`src/hdl/cms_pkg.sv`:
```
`timescale 1ns / 1ps

package cms_pkg;

	// Table geometry
	localparam int CAPACITY   = 16;
	localparam int COUNT_BITS = 16;
	localparam int IDX_W      = (CAPACITY > 1) ? $clog2(CAPACITY) : 1;
	localparam int VALUE_W    = 32;
	localparam int OCC_W      = 16;

	localparam logic [COUNT_BITS-1:0] COUNT_LIMIT = {COUNT_BITS{1'b1}};
	localparam logic [IDX_W-1:0]      LAST_IDX    = IDX_W'(CAPACITY - 1);

	// Operation codes
	localparam logic [1:0] KIND_ADD    = 2'd0;
	localparam logic [1:0] KIND_REMOVE = 2'd1;
	localparam logic [1:0] KIND_QUERY  = 2'd2;

	// Status codes
	localparam logic [1:0] STAT_OK   = 2'd0;
	localparam logic [1:0] STAT_FULL = 2'd1;
	localparam logic [1:0] STAT_SAT  = 2'd2;

	typedef struct packed {
		logic [1:0]                kind;
		logic signed [VALUE_W-1:0] value;
	} cms_req_t;

	typedef struct packed {
		logic [OCC_W-1:0]          occurrences;
		logic signed [VALUE_W-1:0] largest;
		logic                      is_empty;
		logic [1:0]                status;
	} cms_rsp_t;

	// One table entry as seen on the read port
	typedef struct packed {
		logic signed [VALUE_W-1:0] value;
		logic [COUNT_BITS-1:0]     count;
		logic                      valid;
	} cms_entry_t;

	// Table write command
	typedef struct packed {
		logic                      en;
		logic                      value_en;
		logic [IDX_W-1:0]          addr;
		logic signed [VALUE_W-1:0] value;
		logic [COUNT_BITS-1:0]     count;
		logic                      valid;
	} cms_wr_t;

	typedef enum logic [2:0] {
		ST_IDLE,
		ST_SCAN,
		ST_UPDATE,
		ST_RESCAN,
		ST_FINISH
	} cms_state_t;

endpackage

```
`src/hdl/cms_table.sv`:
```
`timescale 1ns / 1ps

module cms_table
	import cms_pkg::*;
(
	input  logic             clk,
	input  logic             arst_n,
	input  logic [IDX_W-1:0] rd_addr,
	output cms_entry_t       rd,
	output logic             any_valid,
	input  cms_wr_t          wr
);

	logic signed [VALUE_W-1:0] values_q [CAPACITY];
	logic [COUNT_BITS-1:0]     counts_q [CAPACITY];
	logic [CAPACITY-1:0]       valid_q;

	// Values hold no reset: only read under a valid bit
	always_ff @(posedge clk) begin
		if (wr.en && wr.value_en) begin
			values_q[wr.addr] <= wr.value;
		end
	end

	// Counts and valid bits
	always_ff @(posedge clk or negedge arst_n) begin
		if (!arst_n) begin
			for (int i = 0; i < CAPACITY; i++) begin
				counts_q[i] <= '0;
			end
			valid_q <= '0;
		end else if (wr.en) begin
			counts_q[wr.addr] <= wr.count;
			valid_q[wr.addr]  <= wr.valid;
		end
	end

	// Single read port
	always_comb begin
		rd.value = values_q[rd_addr];
		rd.count = counts_q[rd_addr];
		rd.valid = valid_q[rd_addr];
	end

	assign any_valid = |valid_q;

endmodule

```
`src/hdl/counted_multiset_with_max_top.sv`:
```
`timescale 1ns / 1ps
// A request steps through a scan of the table, an update and a finish state before the done strobe;
// a remove that frees an entry adds a full maximum rescan between the update and the finish.
// The block takes no new request while busy, which is high from acceptance until the strobe.
// One shared comparator steps through the table one entry a cycle.
// The result is on rsp for the single done cycle; the receiver cannot stall.
// Reset (arst_n low, asynchronous) empties the table and clears the maximum.

module counted_multiset_with_max_top
	import cms_pkg::*;
(
	input  logic     clk,
	input  logic     arst_n,
	input  logic     start,
	output logic     busy,
	input  cms_req_t req,
	output logic     done,
	output cms_rsp_t rsp
);

	cms_state_t state_q, state_d;

	cms_req_t                  req_q;
	logic [IDX_W-1:0]          idx_q;
	logic                      hit_q;
	logic [IDX_W-1:0]          hit_idx_q;
	logic                      free_q;
	logic [IDX_W-1:0]          free_idx_q;
	logic                      seen_q;
	logic signed [VALUE_W-1:0] max_q;
	logic [COUNT_BITS-1:0]     occ_q;
	logic [1:0]                status_q;
	logic                      done_q;
	cms_rsp_t                  rsp_q;

	logic [IDX_W-1:0]          rd_addr;
	cms_entry_t                rd;
	logic                      any_valid;
	cms_wr_t                   wr;

	logic signed [VALUE_W-1:0] cmp_b;
	logic                      cmp_eq;
	logic                      cmp_gt;

	logic [COUNT_BITS-1:0]     occ_d;
	logic [1:0]                status_d;
	logic                      free_entry;
	logic                      new_max;
	logic                      last_idx;

	cms_table u_table (
		.clk       (clk),
		.arst_n    (arst_n),
		.rd_addr   (rd_addr),
		.rd        (rd),
		.any_valid (any_valid),
		.wr        (wr)
	);

	// Shared comparator: match against key while scanning, against max while rescanning
	assign cmp_b  = (state_q == ST_RESCAN) ? max_q : req_q.value;
	assign cmp_eq = (rd.value == cmp_b);
	assign cmp_gt = (rd.value > cmp_b);

	assign last_idx = (idx_q == LAST_IDX);
	assign rd_addr  = (state_q == ST_UPDATE) ? hit_idx_q : idx_q;

	// Next state
	always_comb begin
		state_d = state_q;
		unique case (state_q)
			ST_IDLE: begin
				if (start) state_d = ST_SCAN;
			end
			ST_SCAN: begin
				if (last_idx) state_d = ST_UPDATE;
			end
			ST_UPDATE: begin
				state_d = free_entry ? ST_RESCAN : ST_FINISH;
			end
			ST_RESCAN: begin
				if (last_idx) state_d = ST_FINISH;
			end
			ST_FINISH: begin
				state_d = ST_IDLE;
			end
			default: state_d = ST_IDLE;
		endcase
	end

	// Outputs of the sequencer: operation decode and table write
	always_comb begin
		busy       = (state_q != ST_IDLE);
		wr         = '0;
		occ_d      = '0;
		status_d   = STAT_OK;
		free_entry = 1'b0;
		new_max    = 1'b0;
		if (state_q == ST_UPDATE) begin
			unique case (req_q.kind)
				KIND_ADD: begin
					if (hit_q) begin
						if (rd.count == COUNT_LIMIT) begin
							status_d = STAT_SAT;
							occ_d    = rd.count;
						end else begin
							wr.en    = 1'b1;
							wr.addr  = hit_idx_q;
							wr.count = rd.count + 1'b1;
							wr.valid = 1'b1;
							occ_d    = rd.count + 1'b1;
						end
					end else if (free_q) begin
						wr.en       = 1'b1;
						wr.value_en = 1'b1;
						wr.addr     = free_idx_q;
						wr.value    = req_q.value;
						wr.count    = COUNT_BITS'(1);
						wr.valid    = 1'b1;
						occ_d       = COUNT_BITS'(1);
						new_max     = !any_valid || (req_q.value > max_q);
					end else begin
						status_d = STAT_FULL;
					end
				end
				KIND_REMOVE: begin
					if (hit_q) begin
						wr.en   = 1'b1;
						wr.addr = hit_idx_q;
						if (rd.count <= COUNT_BITS'(1)) begin
							wr.count   = '0;
							wr.valid   = 1'b0;
							free_entry = 1'b1;
						end else begin
							wr.count = rd.count - 1'b1;
							wr.valid = 1'b1;
							occ_d    = rd.count - 1'b1;
						end
					end
				end
				default: begin
					if (hit_q) occ_d = rd.count;
				end
			endcase
		end
	end

	always_ff @(posedge clk or negedge arst_n) begin
		if (!arst_n) begin
			state_q <= ST_IDLE;
			done_q  <= 1'b0;
			max_q   <= '0;
		end else begin
			state_q <= state_d;
			done_q  <= (state_q == ST_FINISH);
			if (state_q == ST_UPDATE) begin
				if (new_max) max_q <= req_q.value;
				else if (free_entry) max_q <= '0;
			end else if (state_q == ST_RESCAN) begin
				if (rd.valid && (!seen_q || cmp_gt)) max_q <= rd.value;
			end
		end
	end

	// Scan datapath
	always_ff @(posedge clk) begin
		unique case (state_q)
			ST_IDLE: begin
				req_q  <= req;
				idx_q  <= '0;
				hit_q  <= 1'b0;
				free_q <= 1'b0;
			end
			ST_SCAN: begin
				idx_q <= idx_q + 1'b1;
				if (rd.valid && cmp_eq && !hit_q) begin
					hit_q     <= 1'b1;
					hit_idx_q <= idx_q;
				end
				if (!rd.valid && !free_q) begin
					free_q     <= 1'b1;
					free_idx_q <= idx_q;
				end
			end
			ST_UPDATE: begin
				idx_q    <= '0;
				seen_q   <= 1'b0;
				occ_q    <= occ_d;
				status_q <= status_d;
			end
			ST_RESCAN: begin
				idx_q <= idx_q + 1'b1;
				if (rd.valid) seen_q <= 1'b1;
			end
			ST_FINISH: begin
				rsp_q.occurrences <= OCC_W'(occ_q);
				rsp_q.largest     <= any_valid ? max_q : '0;
				rsp_q.is_empty    <= !any_valid;
				rsp_q.status      <= status_q;
			end
			default: ;
		endcase
	end

	assign done = done_q;
	assign rsp  = rsp_q;

endmodule

```
`config.mk`:
```
export PLATFORM = sky130hd
export DESIGN_NAME = counted_multiset_with_max_top
export DESIGN_NICKNAME = d
export VERILOG_FILES = /design/src/hdl/cms_pkg.sv /design/src/hdl/cms_table.sv /design/src/hdl/counted_multiset_with_max_top.sv
export SDC_FILE = /design/constraint.sdc
export NUM_CORES = 1
export LEC_CHECK = 0
export BUFFER_PORTS_ARGS = -buffer_cell sky130_fd_sc_hd__clkbuf_2
export CORE_MARGIN = 3
export CORE_UTILIZATION = 60
export DETAILED_ROUTE_END_ITERATION = 10
export PLACE_DENSITY = 0.77
export SLEW_MARGIN = 20
export SYNTH_ARGS = -nofsm -noshare
export SYNTH_HDL_FRONTEND = slang
export SYNTH_HIERARCHICAL = 1
export SYNTH_SLANG_ARGS = --single-unit
```
`constraint.sdc`:
```
create_clock -name clk -period 21.6 [get_ports clk]
set_input_delay 2.16 -clock clk [delete_from_list [all_inputs] [get_ports clk]]
set_output_delay 2.16 -clock clk [all_outputs]
set_load 0.01 [all_outputs]
```
# Word level (Yosys, flattened, before mapping)
# Memories as Yosys holds them, arrays and structs flattened.
# Index checks and enable logic that the tools add are counted.
[op_classes]
add_sub_neg = 3
magnitude_cmp = 9
n_eq_ne = 15
mux = 69
bitwise = 2
n_reduce_logical = 31
[op_table]
columns = ["op", "n"]
rows = [
  ["$bwmux 256", 1],
  ["$mux 32", 8],
  ["$mux 16", 8],
  ["$mux 55", 2],
  ["$mux 17", 4],
  ["$bmux 16 s4", 1],
  ["$demux 16 s4", 1],
  ["$gt 32x32->1", 2],
  ["$pmux 17 s2", 1],
  ["$eq 32x32->1", 1],
  ["$pmux 16 s2", 1],
  ["$mux 1", 22],
  ["$add 16x1->16 const B", 1],
  ["$bwmux 16", 1],
  ["$eq 16x16->1 const B", 1],
  ["$le 16x1->1 const B", 1],
  ["$mux 4", 4],
  ["$pmux 4 s2", 2],
  ["$reduce_or 16->1", 1],
  ["$sub 16x1->16 const B", 1],
  ["$mux 3", 4],
  ["$ne 2x2->1 const B", 6],
  ["$pmux 3 s4", 1],
  ["$ge 5x5->1 const B", 2],
  ["25 further kinds", 52],
]
[totals]
regBits = 426
mem_bits_rw = 512
in_bits = 37
memories = 1
[memory_table]
columns = ["memory", "words", "width", "read_ports", "rd_clocked_by_memory_dff", "wr", "line_no", "source"]
rows = [
  ["u_table.values_q", 16, 32, 1, 0, 1, "cms_table.sv:14", "logic signed [VALUE_W-1:0] values_q [CAPACITY];"],
]

# Depth between registers and ports, before layout
[depth]
word_depth = 17
ltp_mapped = 27
mapped_depth_nobuf = 19

# Hierarchy
# Netlist, hierarchy kept.
[modules_own_cells]
columns = ["mod", "n_inst", "cells_per_inst", "area_each_um2", "seq_area_each_um2"]
rows = [
  ["cms_table", 1, 1559, 31595.3, 22181.3],
  ["counted_multiset_with_max_top", 1, 846, 8752.1, 4444.3],
]

# Least setup slack after synthesis
# No wires, ideal clock.
[synth_timing]
kind = "reg2reg"
from = "register state_q[1]"
to = "memory u_table.values_q[10][0] (enable)"
setup_ns = 0.502
arrival_ns = 7.731
required_time_ns = 21.098
setup_slack_ns = 13.368
stages_incl_launch_ff = 25
path_buffers = 7
synth_period_minus_slack_ns = 8.232
cell_sequence = "dfrtp_1 > nor2b_1 > nand2b_1 > clkbuf_1 > clkbuf_1 > nand2_1 > nand2_1 > and2_1 > clkbuf_1 > clkbuf_1 > clkbuf_1 > a22oi_1 > nand2_1 > ha_1 > nand3_2 > or4_4 > or3_1 > buf_2 > nor2_1 > nor2_1 > a22oi_1 > nor2_1 > buf_6 > nand2b_4 > nor4_1"
[synth_rtl]
columns = ["element", "line_no", "source"]
rows = [
  ["from (decl)", "counted_multiset_with_max_top.sv:21", "cms_state_t state_q, state_d;"],
  ["from (signal assigned)", "counted_multiset_with_max_top.sv:154", "state_q <= state_d;"],
  ["to (decl)", "cms_table.sv:14", ""],
]

==> results.yml <==
power:
  max-vdd-ir-drop_uv: 99.3
  share_clk_of_total_power_pct: 36.6
  pwr_density_cell_nw_per_um2: 102
  share_comb_of_total_power_pct: 19.4
  p_int_mw: 3.29
  leakage_nw: 18.5
  power.switching_fraction_pct: 28.4
  power.net_switching_mw: 1.30
  p_seq_share_pct: 44.0
route:
  drt_pass1_iterations: 6
  post_drt_via_cell_ratio: 6.73
  routed_wl_um: 98000
  detailroute.via_count: 23043
  detail_route.drc_violations: 0
  avgRoutedWirePerCell_um: 28.6
  final_antenna_net_count: 0
  drt-initial-drc-count: 2679
timing:
  grt_setup_unrepaired: "false"
  drv_slew: 0
  layout_min_cycle_time_ps: 9860
  setup_viol: 0
  layout_worst_path_cycle_share_pct: 45.6
  worst-slew-pin-transition_ps: 1180
  skew_ps: 26.5
  setup-tns-final_ps: 0
  max_freq_mhz: 101
  hold_viol: 0
  max_slew_margin_pct: 20.9
floorplanning:
  floorplan.die.height_um: 265
  initial_core_util_pct: 60.9
  fp-row-count: 94
  floorplan.die.width_um: 265
  boundary_pins: 90
  core_region_area_sq_um: 66200
  die-area_sq_um: 70400
global_route:
  grt_pass1_wl_um: 148000
  grt_use_total_pct: 28.2
  largest_net_degree_at_the_start_of_global_routing: 194
  number_of_global_route_vias_before_repair: 23355
  grt_antenna_before_repair: 0
  globalRouteOverflowTotal: 0
synthesis:
  synthesis.nets: 2511
  synthTopCellsByArea: "edfxtp_1 (47%), dfrtp_1 (19%), mux4_2 (11%), mux2_2 (7.3%), a22oi_1 (2.5%)"
  ys_top_cells_by_count: "edfxtp_1 (630), dfrtp_1 (308), mux2_2 (263)"
  synth_enable_flop_cells: 630
  synthCells: 2405
  synth_sequential_area_ratio_pct: 66.0
  seq_cells_post_synth: 938
  synthMostInstantiatedCell: "edfxtp_1"
  post-synth-top-area-fraction_pct: 46.9
  syn-mean-instance-area_sq_um: 16.8
  yosys.cell_types.count: 76
  netlist.top_cell.by_area: "edfxtp_1"
  asyncSetResetFlopFracSynth_pct: 32.8
  netlist_area_sq_um: 40300
  ys_warn_count: 6
  ys_dominant_reg_cell: "edfxtp_1"
clock_tree:
  path_clk_slew_ps: 60
  numCtsBuffers: 93
  cts_sinks: 938
  cts_max_path_buffers: 3
  clock_latency_ps: 640
  cts_htree_levels: 3
  post_cts_hold_buffer_count: 0
  postCtsSetupRepairBufs: 0
  tritoncts: "done"
  cts_resized: 0
  clk_root_buffer_cell: "clkbuf_16"
hold_path:
  hold_start: "occ_q[11]"
  timing.hold.worst_path_depth: 0
  hold_class: "flip-flop to flip-flop"
critical_path:
  crit_path_start: "state_q[1]"
  worstReg2RegStart: "state_q[1]"
  endpoint_kind: "flip-flop"
  startpoint_type: "flip-flop"
  worstRegToRegCells: 21
  critPathMaxFanout: 138
  crit_required_ps: 21850
  path_class: "flip-flop to flip-flop"
  timing.critical_path.arrival_ps: 10110
finish:
  antenna_cells: 0
  finish.net_count: 2590
  area.sequential_sq_um: 26600
  fin_cells: 3426
  layout.filler_cells: 4215
  area_delta_synth_final_pct: 11.2
  multi_input_area_sq_um: 12900
  post_route_cells_drive_above_1_share_pct: 31.7
placed_design:
  numPortBuffers: 89
  gpl.final_weighted_congestion: 0.928
  post_placement_cell_count: 3252
  place.detailed.hpwl_um: 56100
run_status:
  status: "finished clean"
job:
  max_cap_violations: 0
==> cell type report <==
cell class,instances,share of cell area [%]
clock buffers,129,5.85
clock inverters,44,1.31
inverters,46,0.385
multi-input cells,1271,28.8
flip-flops and latches,938,59.3
well taps,864,2.41
repair buffers,134,1.90
==> critical path, stage by stage, from the launching register on <==
cell and delay [ps]:
dfrtp_1 500, nor2b_1 230, nand2b_2 800, clkinv_1 1020, nand2_1 370, nand2_4 570
buf_12 470, mux4_2 380, a22oi_1 110, nand2_1 400, ha_1 290, nand3_2 130
or4_4 580, or3_1 480, nor2_1 200, nor2_1 150, a22oi_1 170, nor2_1 230
nor2_1 320, nand4_2 870, nor2_4 300, buf_4 610
==> registers in the layout (all words and copies together), names as in the netlist <==
register	count
req_q	34
state_q	3
u_table/values_q	512
seen_q	1
u_table/counts_q	256
u_table/valid_q	16
status_q	2
hit_q	1
hit_idx_q	4
idx_q	4
occ_q	16
max_q	32
rsp	51
free_idx_q	4
done	1
free_q	1
==> kinds of logic after synthesis <==
group / after synthesis / synth area share, %
DFF: 938 / 66.0
muxes: 500 / 19.4
and+or+nand+nor: 399 / 4.86
AOI/OAI and AO/OA: 293 / 4.94
buffers and inverters: 196 / 2.44
adders and majority gates: 69 / 2.14
xor gates and xnor gates: 10 / 0.217
==> power groups by stage <==
stage | sequential (mW) | clock [mW] | combinational [mW]
floorplan | 2.03 | 0 | 0.645
global placement | 2.05 | 0 | 0.865
detailed placement | 2.05 | 0 | 0.883
CTS | 2.02 | 1.70 | 0.889
global route | 2.02 | 1.78 | 0.956
finish | 2.02 | 1.68 | 0.893
==> per-layer routing <==
layer	wire, um	vias to the layer above	track usage, %
met5	0	-	0
met4	3370	0	9.66
met3	9860	212	6.60
met2	46800	1309	44.1
met1	38000	11949	39.8
li1	-	9573	-
==> cells in the final DEF (no fill, tap or decap), types with 35 or more instances in the layout <==
| cell | n |
|---|---|
| edfxtp_1 | 630 |
| and2_1 | 35 |
| inv_1 | 44 |
| a22oi_1 | 134 |
| a21oi_1 | 81 |
| mux4_2 | 196 |
| clkbuf_2 | 88 |
| ha_1 | 69 |
| dfrtp_1 | 308 |
| nor2_1 | 115 |
| mux2_2 | 263 |
| buf_4 | 41 |
| clkbuf_16 | 95 |
| nand2_1 | 106 |
==> through the flow <==
step / hold slack, ps / worst slack, ps / util, % / power, mW / area, sq um
2_1_floorplan: 400 / 13370 / - / 2.68 / 40300
3_3_place_gp: 411 / 12240 / 62.9 / 2.91 / 41600
3_5_place_dp: 408 / 11910 / 62.9 / 2.93 / 41600
4_1_cts: 428 / 11870 / 67.7 / 4.61 / 44800
5_1_grt: 435 / 11310 / 67.8 / 4.76 / 44900
6_report: 427 / 11740 / 67.8 / 4.59 / 44900
==> path summary, 6_finish.rpt <==
check | slack, ps | end
worst max register to register | 11740 | u_table/values_q[9][24]
worst min-delay path | 430 | rsp[46]
worst max-delay path | 11740 | u_table/values_q[9][24]
max in group asynchronous | 18410 | max_q[8]
min in group asynchronous | 1610 | u_table/counts_q[113]
worst min register to register | 430 | rsp[46]
Note: power is estimated with default switching activity, not from simulation.
